### config.mk
export PLATFORM = sky130hd
export DESIGN_NAME = sorted_key_set
export DESIGN_NICKNAME = d
export VERILOG_FILES = /design/src/rtl/sks_pkg.sv /design/src/rtl/sks_dpath.sv /design/src/rtl/sks_ctrl.sv /design/src/rtl/sorted_key_set.sv
export SDC_FILE = /design/constraint.sdc
export NUM_CORES = 2
export LEC_CHECK = 0
export BUFFER_PORTS_ARGS = -buffer_cell sky130_fd_sc_hd__buf_2
export CAP_MARGIN = 5
export CORE_UTILIZATION = 56
export CTS_CLUSTER_SIZE = 10
export DETAILED_ROUTE_END_ITERATION = 12
export PLACE_DENSITY = 0.77
export RECOVER_POWER = 25
export SYNTH_ARGS = -nofsm -noshare
export SYNTH_HDL_FRONTEND = slang
export SYNTH_SLANG_ARGS = --single-unit
### constraint.sdc
create_clock -name clk -period 14.1 [get_ports clk]
set_clock_uncertainty 0.05 [all_clocks]
set_input_delay 0.705 -clock clk [delete_from_list [all_inputs] [get_ports clk]]
set_output_delay 0.705 -clock clk [all_outputs]
set_load 0.01 [all_outputs]
### src/rtl/sks_pkg.sv
// Shared constants, codes and control structs for the sorted key set.
`timescale 1ns / 1ps

package sks_pkg;

    localparam int CAPACITY = 32;
    localparam int KEY_W    = 32;
    localparam int IDX_W    = (CAPACITY > 1) ? $clog2(CAPACITY) : 1;
    localparam int CNT_W    = $clog2(CAPACITY + 1);

    typedef enum logic [1:0] {
        OP_INSERT = 2'd0,
        OP_REMOVE = 2'd1,
        OP_SEARCH = 2'd2,
        OP_LIST   = 2'd3
    } op_t;

    typedef enum logic [2:0] {
        ST_DONE      = 3'd0,
        ST_FOUND     = 3'd1,
        ST_NOT_FOUND = 3'd2,
        ST_DUPLICATE = 3'd3,
        ST_FULL      = 3'd4,
        ST_ENTRY     = 3'd5,
        ST_EMPTY     = 3'd6
    } status_t;

    typedef enum logic [1:0] {
        VAL_KEY  = 2'd0,
        VAL_MEM  = 2'd1,
        VAL_ZERO = 2'd2
    } val_sel_t;

    typedef enum logic [2:0] {
        S_IDLE     = 3'd0,
        S_START    = 3'd1,
        S_SCAN     = 3'd2,
        S_SHIFT    = 3'd3,
        S_REPLY    = 3'd4,
        S_LIST_RD  = 3'd5,
        S_LIST_OUT = 3'd6
    } state_t;

    // controller -> datapath
    typedef struct packed {
        logic     accept;
        logic     scan;
        logic     shift;
        logic     list_first;
        logic     list_next;
        logic     load_out;
        status_t  out_status;
        val_sel_t out_sel;
    } cmd_t;

    // datapath -> controller
    typedef struct packed {
        op_t  op;
        logic scan_done;
        logic present;
        logic full;
        logic shift_done;
        logic list_last;
        logic count_zero;
        logic out_free;
    } stat_t;

endpackage

### src/rtl/sks_dpath.sv
// Datapath: key store memory, scan and shift cursors, count and output word register.
`timescale 1ns / 1ps

module sks_dpath
(
    input  logic                              clk,
    input  logic                              rst_n,
    input  sks_pkg::cmd_t                     cmd,
    output sks_pkg::stat_t                    stat,
    input  logic [1:0]                        op,
    input  logic signed [sks_pkg::KEY_W-1:0]  key,
    input  logic                              rsp_stall,
    output logic                              rsp_valid,
    output logic [2:0]                        status,
    output logic signed [sks_pkg::KEY_W-1:0]  value,
    output logic                              last
);

    localparam int IDX_W = sks_pkg::IDX_W;
    localparam int CNT_W = sks_pkg::CNT_W;
    localparam int KEY_W = sks_pkg::KEY_W;

    logic [KEY_W-1:0] mem [sks_pkg::CAPACITY];

    sks_pkg::op_t       op_reg;
    logic [KEY_W-1:0]   key_reg;
    logic [CNT_W-1:0]   count_reg;
    logic [CNT_W-1:0]   count_next;
    logic [CNT_W-1:0]   cur_reg;
    logic [CNT_W-1:0]   cur_next;
    logic [CNT_W-1:0]   pos_reg;
    logic [IDX_W-1:0]   rd_addr_reg;
    logic               rd_valid_reg;
    logic [KEY_W-1:0]   rdata_reg;
    logic               out_valid_reg;
    sks_pkg::status_t   out_status_reg;
    logic [KEY_W-1:0]   out_value_reg;
    logic               out_last_reg;

    logic               up;
    logic               hit;
    logic               scan_done;
    logic [CNT_W-1:0]   scan_pos;
    logic               sh_issue;
    logic               sh_done;
    logic               list_last;
    logic               out_free;
    logic               re;
    logic [IDX_W-1:0]   raddr;
    logic               we;
    logic [IDX_W-1:0]   waddr;
    logic [KEY_W-1:0]   wdata;

    assign up        = (op_reg == sks_pkg::OP_INSERT);
    // read data is compared in the cycle after its address went out
    assign hit       = rd_valid_reg && ($signed(rdata_reg) >= $signed(key_reg));
    assign scan_done = hit || (cur_reg == count_reg);
    assign scan_pos  = hit ? cur_reg - CNT_W'(1) : cur_reg;
    assign sh_issue  = up ? (cur_reg > pos_reg) : (cur_reg < count_reg);
    assign sh_done   = !sh_issue && !rd_valid_reg;
    assign list_last = (CNT_W'(rd_addr_reg) + CNT_W'(1)) == count_reg;
    assign out_free  = !out_valid_reg || !rsp_stall;

    always_comb
    begin
        stat.op         = op_reg;
        stat.scan_done  = scan_done;
        stat.present    = hit && (rdata_reg == key_reg);
        stat.full       = (count_reg == CNT_W'(sks_pkg::CAPACITY));
        stat.shift_done = sh_done;
        stat.list_last  = list_last;
        stat.count_zero = (count_reg == '0);
        stat.out_free   = out_free;
    end

    // memory read port
    always_comb
    begin
        re    = 1'b0;
        raddr = '0;
        if (cmd.scan && !scan_done)
        begin
            re    = 1'b1;
            raddr = cur_reg[IDX_W-1:0];
        end
        else if (cmd.shift && sh_issue)
        begin
            re    = 1'b1;
            raddr = up ? IDX_W'(cur_reg - CNT_W'(1)) : cur_reg[IDX_W-1:0];
        end
        else if (cmd.list_first)
        begin
            re    = 1'b1;
            raddr = '0;
        end
        else if (cmd.list_next)
        begin
            re    = 1'b1;
            raddr = rd_addr_reg + IDX_W'(1);
        end
    end

    // memory write port: shifted entries, then the new key on insert
    always_comb
    begin
        we    = 1'b0;
        waddr = '0;
        wdata = rdata_reg;
        if (cmd.shift)
        begin
            if (rd_valid_reg)
            begin
                we    = 1'b1;
                waddr = up ? rd_addr_reg + IDX_W'(1) : rd_addr_reg - IDX_W'(1);
            end
            else if (sh_done && up)
            begin
                we    = 1'b1;
                waddr = pos_reg[IDX_W-1:0];
                wdata = key_reg;
            end
        end
    end

    always_ff @(posedge clk)
    begin
        if (we)
        begin
            mem[waddr] <= wdata;
        end
        if (re)
        begin
            rdata_reg   <= mem[raddr];
            rd_addr_reg <= raddr;
        end
    end

    always_comb
    begin
        cur_next   = cur_reg;
        count_next = count_reg;
        if (cmd.accept)
        begin
            cur_next = '0;
        end
        else if (cmd.scan)
        begin
            if (scan_done)
            begin
                cur_next = up ? count_reg : scan_pos + CNT_W'(1);
            end
            else
            begin
                cur_next = cur_reg + CNT_W'(1);
            end
        end
        else if (cmd.shift)
        begin
            if (sh_issue)
            begin
                cur_next = up ? cur_reg - CNT_W'(1) : cur_reg + CNT_W'(1);
            end
            if (sh_done)
            begin
                count_next = up ? count_reg + CNT_W'(1) : count_reg - CNT_W'(1);
            end
        end
    end

    always_ff @(posedge clk or negedge rst_n)
    begin
        if (!rst_n)
        begin
            count_reg     <= '0;
            rd_valid_reg  <= 1'b0;
            out_valid_reg <= 1'b0;
        end
        else
        begin
            count_reg    <= count_next;
            rd_valid_reg <= re;
            if (cmd.load_out)
            begin
                out_valid_reg <= 1'b1;
            end
            else if (!rsp_stall)
            begin
                out_valid_reg <= 1'b0;
            end
        end
    end

    always_ff @(posedge clk)
    begin
        cur_reg <= cur_next;
        if (cmd.accept)
        begin
            op_reg  <= sks_pkg::op_t'(op);
            key_reg <= key;
        end
        if (cmd.scan && scan_done)
        begin
            pos_reg <= scan_pos;
        end
        if (cmd.load_out)
        begin
            out_status_reg <= cmd.out_status;
            out_last_reg   <= (cmd.out_sel == sks_pkg::VAL_MEM) ? list_last : 1'b1;
            case (cmd.out_sel)
                sks_pkg::VAL_KEY: out_value_reg <= key_reg;
                sks_pkg::VAL_MEM: out_value_reg <= rdata_reg;
                default:          out_value_reg <= '0;
            endcase
        end
    end

    assign rsp_valid = out_valid_reg;
    assign status    = out_status_reg;
    assign value     = out_value_reg;
    assign last      = out_last_reg;

endmodule

### src/rtl/sks_ctrl.sv
// Controller: sequences accept, scan, shift, reply and list for one word at a time.
`timescale 1ns / 1ps

module sks_ctrl
(
    input  logic            clk,
    input  logic            rst_n,
    input  logic            req_valid,
    output logic            req_stall,
    input  sks_pkg::stat_t  stat,
    output sks_pkg::cmd_t   cmd
);

    sks_pkg::state_t  state_reg;
    sks_pkg::state_t  state_next;
    sks_pkg::status_t reply_reg;
    sks_pkg::status_t reply_next;

    always_comb
    begin
        state_next = state_reg;
        reply_next = reply_reg;
        unique case (state_reg)
            sks_pkg::S_IDLE:
            begin
                if (req_valid)
                begin
                    state_next = sks_pkg::S_START;
                end
            end
            sks_pkg::S_START:
            begin
                if (stat.op == sks_pkg::OP_LIST)
                begin
                    if (stat.count_zero)
                    begin
                        state_next = sks_pkg::S_REPLY;
                        reply_next = sks_pkg::ST_EMPTY;
                    end
                    else
                    begin
                        state_next = sks_pkg::S_LIST_RD;
                    end
                end
                else
                begin
                    state_next = sks_pkg::S_SCAN;
                end
            end
            sks_pkg::S_SCAN:
            begin
                if (stat.scan_done)
                begin
                    state_next = sks_pkg::S_REPLY;
                    unique case (stat.op)
                        sks_pkg::OP_INSERT:
                        begin
                            if (stat.present)
                            begin
                                reply_next = sks_pkg::ST_DUPLICATE;
                            end
                            else if (stat.full)
                            begin
                                reply_next = sks_pkg::ST_FULL;
                            end
                            else
                            begin
                                reply_next = sks_pkg::ST_DONE;
                                state_next = sks_pkg::S_SHIFT;
                            end
                        end
                        sks_pkg::OP_REMOVE:
                        begin
                            if (stat.present)
                            begin
                                reply_next = sks_pkg::ST_DONE;
                                state_next = sks_pkg::S_SHIFT;
                            end
                            else
                            begin
                                reply_next = sks_pkg::ST_NOT_FOUND;
                            end
                        end
                        default:
                        begin
                            reply_next = stat.present ? sks_pkg::ST_FOUND
                                                      : sks_pkg::ST_NOT_FOUND;
                        end
                    endcase
                end
            end
            sks_pkg::S_SHIFT:
            begin
                if (stat.shift_done)
                begin
                    state_next = sks_pkg::S_REPLY;
                end
            end
            sks_pkg::S_REPLY:
            begin
                if (stat.out_free)
                begin
                    state_next = sks_pkg::S_IDLE;
                end
            end
            sks_pkg::S_LIST_RD:
            begin
                state_next = sks_pkg::S_LIST_OUT;
            end
            sks_pkg::S_LIST_OUT:
            begin
                if (stat.out_free && stat.list_last)
                begin
                    state_next = sks_pkg::S_IDLE;
                end
            end
            default:
            begin
                state_next = sks_pkg::S_IDLE;
            end
        endcase
    end

    always_comb
    begin
        cmd            = '0;
        cmd.out_status = reply_reg;
        cmd.out_sel    = sks_pkg::VAL_KEY;
        req_stall      = 1'b1;
        unique case (state_reg)
            sks_pkg::S_IDLE:
            begin
                req_stall  = 1'b0;
                cmd.accept = req_valid;
            end
            sks_pkg::S_SCAN:
            begin
                cmd.scan = 1'b1;
            end
            sks_pkg::S_SHIFT:
            begin
                cmd.shift = 1'b1;
            end
            sks_pkg::S_REPLY:
            begin
                cmd.load_out = stat.out_free;
                cmd.out_sel  = (reply_reg == sks_pkg::ST_EMPTY) ? sks_pkg::VAL_ZERO
                                                                : sks_pkg::VAL_KEY;
            end
            sks_pkg::S_LIST_RD:
            begin
                cmd.list_first = 1'b1;
            end
            sks_pkg::S_LIST_OUT:
            begin
                // read data holds while the output word is stalled
                cmd.load_out   = stat.out_free;
                cmd.out_status = sks_pkg::ST_ENTRY;
                cmd.out_sel    = sks_pkg::VAL_MEM;
                cmd.list_next  = stat.out_free && !stat.list_last;
            end
            default:
            begin
                cmd = '0;
            end
        endcase
    end

    always_ff @(posedge clk or negedge rst_n)
    begin
        if (!rst_n)
        begin
            state_reg <= sks_pkg::S_IDLE;
            reply_reg <= sks_pkg::ST_DONE;
        end
        else
        begin
            state_reg <= state_next;
            reply_reg <= reply_next;
        end
    end

endmodule

### src/rtl/sorted_key_set.sv
// Top level of the sorted key set: controller plus datapath.
//
//  channel  | handshake             | payload
//  ---------+-----------------------+---------------------
//  request  | req_valid / req_stall | op, key
//  response | rsp_valid / rsp_stall | status, value, last
//
// One request word at a time. Insert, remove and search scan the stored keys
// through the single registered memory read port up to the first key not below
// the key; a successful insert or remove then shifts the keys behind it, and a
// reply follows. List reads ahead, then gives one word per cycle unless stalled.
// Reset empties the set at once; stored keys stay undefined until written.
// A stalled response word is held; a new request is taken once the last word
// of the current one sits in the output register.
`timescale 1ns / 1ps

module sorted_key_set
(
    input  logic                              clk,
    input  logic                              rst_n,
    input  logic                              req_valid,
    output logic                              req_stall,
    input  logic [1:0]                        op,
    input  logic signed [sks_pkg::KEY_W-1:0]  key,
    output logic                              rsp_valid,
    input  logic                              rsp_stall,
    output logic [2:0]                        status,
    output logic signed [sks_pkg::KEY_W-1:0]  value,
    output logic                              last
);

    sks_pkg::cmd_t  cmd;
    sks_pkg::stat_t stat;

    sks_ctrl u_ctrl
    (
        .clk       (clk),
        .rst_n     (rst_n),
        .req_valid (req_valid),
        .req_stall (req_stall),
        .stat      (stat),
        .cmd       (cmd)
    );

    sks_dpath u_dpath
    (
        .clk       (clk),
        .rst_n     (rst_n),
        .cmd       (cmd),
        .stat      (stat),
        .op        (op),
        .key       (key),
        .rsp_stall (rsp_stall),
        .rsp_valid (rsp_valid),
        .status    (status),
        .value     (value),
        .last      (last)
    );

endmodule
==> impl_results.md <==
* Congestion Overflow GR at 0
* Final slew viol count at 247
* Arrival time at the worst endpoint at 9040 ps
* Net Switching at 3300 uW
* P per Cell Area at 198 nW/um^2
* Synth cell count leaders: edfxtp_1, nand2_1, a21oi_1
* Clock sink count at 1157
* Final Cycle Share at 62.6%
* Hold_sp: op[1]
* Crit start category: register
* Syn Nets at 3274
* Core area at 83600 sq um
* P&R area growth vs syn at 11.2%
* Power share of the clock group at 29.3%
* H-tree depth at 4
* Switching Fraction at 31.7%
* Largest net degree at the start of global routing at 199
* Post-synth top area share at 72.2%
* Area of the mapped netlist at 47300 sq um
* Crit path kind: reg -> reg
* Max-cap violation count at 9
* PortBufs at 75
* Syn_area_per_cell at 14.9 sq um
* Layout cells sized above 1 at 10.1%
* Worst-path fanout max at 62
* Leakage power at 0.0185 uW
* Top cells by area, synth: edfxtp_1, mux2i_1, a22oi_1
* First-pass DRT Iterations at 8
* RSZ-0062 raised after global routing: no
* Drt total wl at 127000 um
* Crit. End Element: register
* Internal at 7110 uW
* Die height at 293 um
* Initial cell density of the core at 56.6%
* Post-layout min period at 8830 ps
* Setup violations, final at 0
* CTS buffer count at 134
* Post-CTS setup buffers at 0
* Max reg flops at 1024
* CP startpoint: u_dpath.op_reg[0]
* CTS Buffer Depth at 3
* Worst Hold Class: in -> reg
* Mapped Cells at 3180
* CTS root buf: clkbuf_16
* Seq/Total Area, Yosys at 73.2%
* DRT antenna net count at 0
* Largest reg by FF count: u_dpath.mem
* Unique masters post-synth at 64
* Nets at 3366
* R2R Path Start: u_dpath.op_reg[0]
* Largest area contributor in the netlist: edfxtp_1
* EDFF count, synth at 1137
* Final TNS setup at 0 ps
* Req. time, crit path at 14310 ps
* Max Clk Rate at 113 MHz
* Number of remaining DRC errors at 0
* Final hold vios at 0
* GP Congestion at 0.893
* CTS resizes at 0
* Placement Rows at 106
* YS warnings at 0
* All-Layer GR Usage at 29.6%
* Most common cell in the netlist: edfxtp_1
* Yosys reg bits at 1157
* Initial DRC count at 4701
* Vias in the first global route at 28600
* Vias at 29400
* Hpwl dp at 65000 um
* Post-DR wirelength/cell at 29.1 um
* Die X at 293 um
* Antenna violations before repair at 5
* Ports at 76
* Worst slew margin at -122%
* Layout Utilization at 62.9%
* Top FF cell, synth: edfxtp_1
* Clk pin slew, worst setup/hold paths at 60 ps
* Ys async rst share at 1.21%
* Worst VDD drop at 138 uV
* Worst-margin pin slew at 3330 ps
* CTS tree: yes
* First-pass GRT wire length at 184000 um
* Failing checks: max-capacitance violations, max-slew violations
* Part of the power in combinational logic at 25.8%
* Part of the power in registers at 44.9%
* Overall die area at 85600 sq um
* Vias per cell at 6.71
* Status: complete, but fails checks
* Later-pin clock latency in the skew report at 730 ps
-- logic make-up after synthesis --
group,after synthesis,synth area share (%)
DFF,1157,73.2
AOI/OAI and AO/OA,819,10.7
and+or+nand+nor,586,5.66
buffers and inverters,263,2.70
muxes,259,5.48
adders and majority gates,56,1.50
xor gates and xnor gates,40,0.741
-- power by group through the flow --
stage / Clock (uW) / Sequential [uW] / Combinational (uW)
floorplan: 0 / 4680 / 1830
global placement: 0 / 4700 / 2510
detailed placement: 0 / 4710 / 2600
CTS: 3060 / 4650 / 2620
global route: 3190 / 4690 / 2860
finish: 3050 / 4680 / 2690
-- cell type report --
type | count | area, sq um
fillers | 5752 | 31000
repair buffers | 156 | 947
clock inverters | 15 | 248
flip-flops and latches | 1157 | 34600
well taps | 1080 | 1350
multi-input cells | 1760 | 11700
diodes | 1 | 2.50
inverters | 63 | 244
clock buffers | 150 | 3470
-- path summary, 6_finish.rpt --
| check | endpoint | cells past startpoint | slack, ps |
|---|---|---|---|
| worst max-delay path | u_dpath.mem[24][10] | 10 | 5270 |
| worst min-delay path | u_dpath.op_reg[1] | 1 | 100 |
| worst max register to register | u_dpath.mem[24][10] | 10 | 5270 |
| worst min register to register | u_ctrl.reply_reg[0] | 2 | 540 |
| max in group asynchronous | u_dpath.count_reg[1] | 2 | 12910 |
| min in group asynchronous | u_ctrl.state_reg[2] | 2 | 550 |
-- cells in the final DEF, fill, tap and decap left out, types with 17 or more instances in the layout --
cell type	instances
a21oi_1	322
a22oi_1	261
buf_2	24
buf_4	54
clkbuf_1	82
clkbuf_16	136
edfxtp_1	1137
ha_1	55
inv_1	61
mux2i_1	259
nand2_1	389
nand3_1	17
nor2_1	41
nor2_4	30
nor4_2	32
o21ai_0	41
o22ai_1	131
xnor2_1	27
-- worst max-delay path: stages (launching register included) --
cell       delay, ps
edfxtp_1         420
or2_1            120
clkbuf_1         980
clkinv_1         970
a2111oi_0        950
or2_2            280
nor3_1            90
nand2_2           90
clkbuf_1        2350
o21ai_0         1240
clkbuf_1         700
-- repair_timing --
| action | CTS | global route |
|---|---|---|
| hold endpoints to repair | 14 | 0 |
| endpoints found under the setup margin | 0 | 0 |
| hold buffers | 1 | 0 |
-- per-layer routing --
metal  vias to the layer above  track usage, %  wire length [um]
met3                       411            6.03             15800
li1                      12400               -                 -
met2                      2091            45.7             58700
met4                         6            14.9              6250
met1                     14500            40.1             46700
met5                         -               0                47
-- stage by stage --
| step | setup slack, ps | instances | hold slack (ps) | power (uW) | cell area, sq um |
|---|---|---|---|---|---|
| finish | 5270 | 4382 | 97.6 | 10400 | 52600 |
| floorplan | 9550 | 3180 | 359 | 6510 | 47300 |
| detailed placement | 7170 | 4206 | 534 | 7320 | 48900 |
| global placement | 7180 | 4206 | 518 | 7220 | 48900 |
| CTS | 7160 | 4372 | 68.2 | 10300 | 52700 |
| global route | 4970 | 4382 | 88.9 | 10700 | 52600 |
Power figures use the tool's default switching activity.
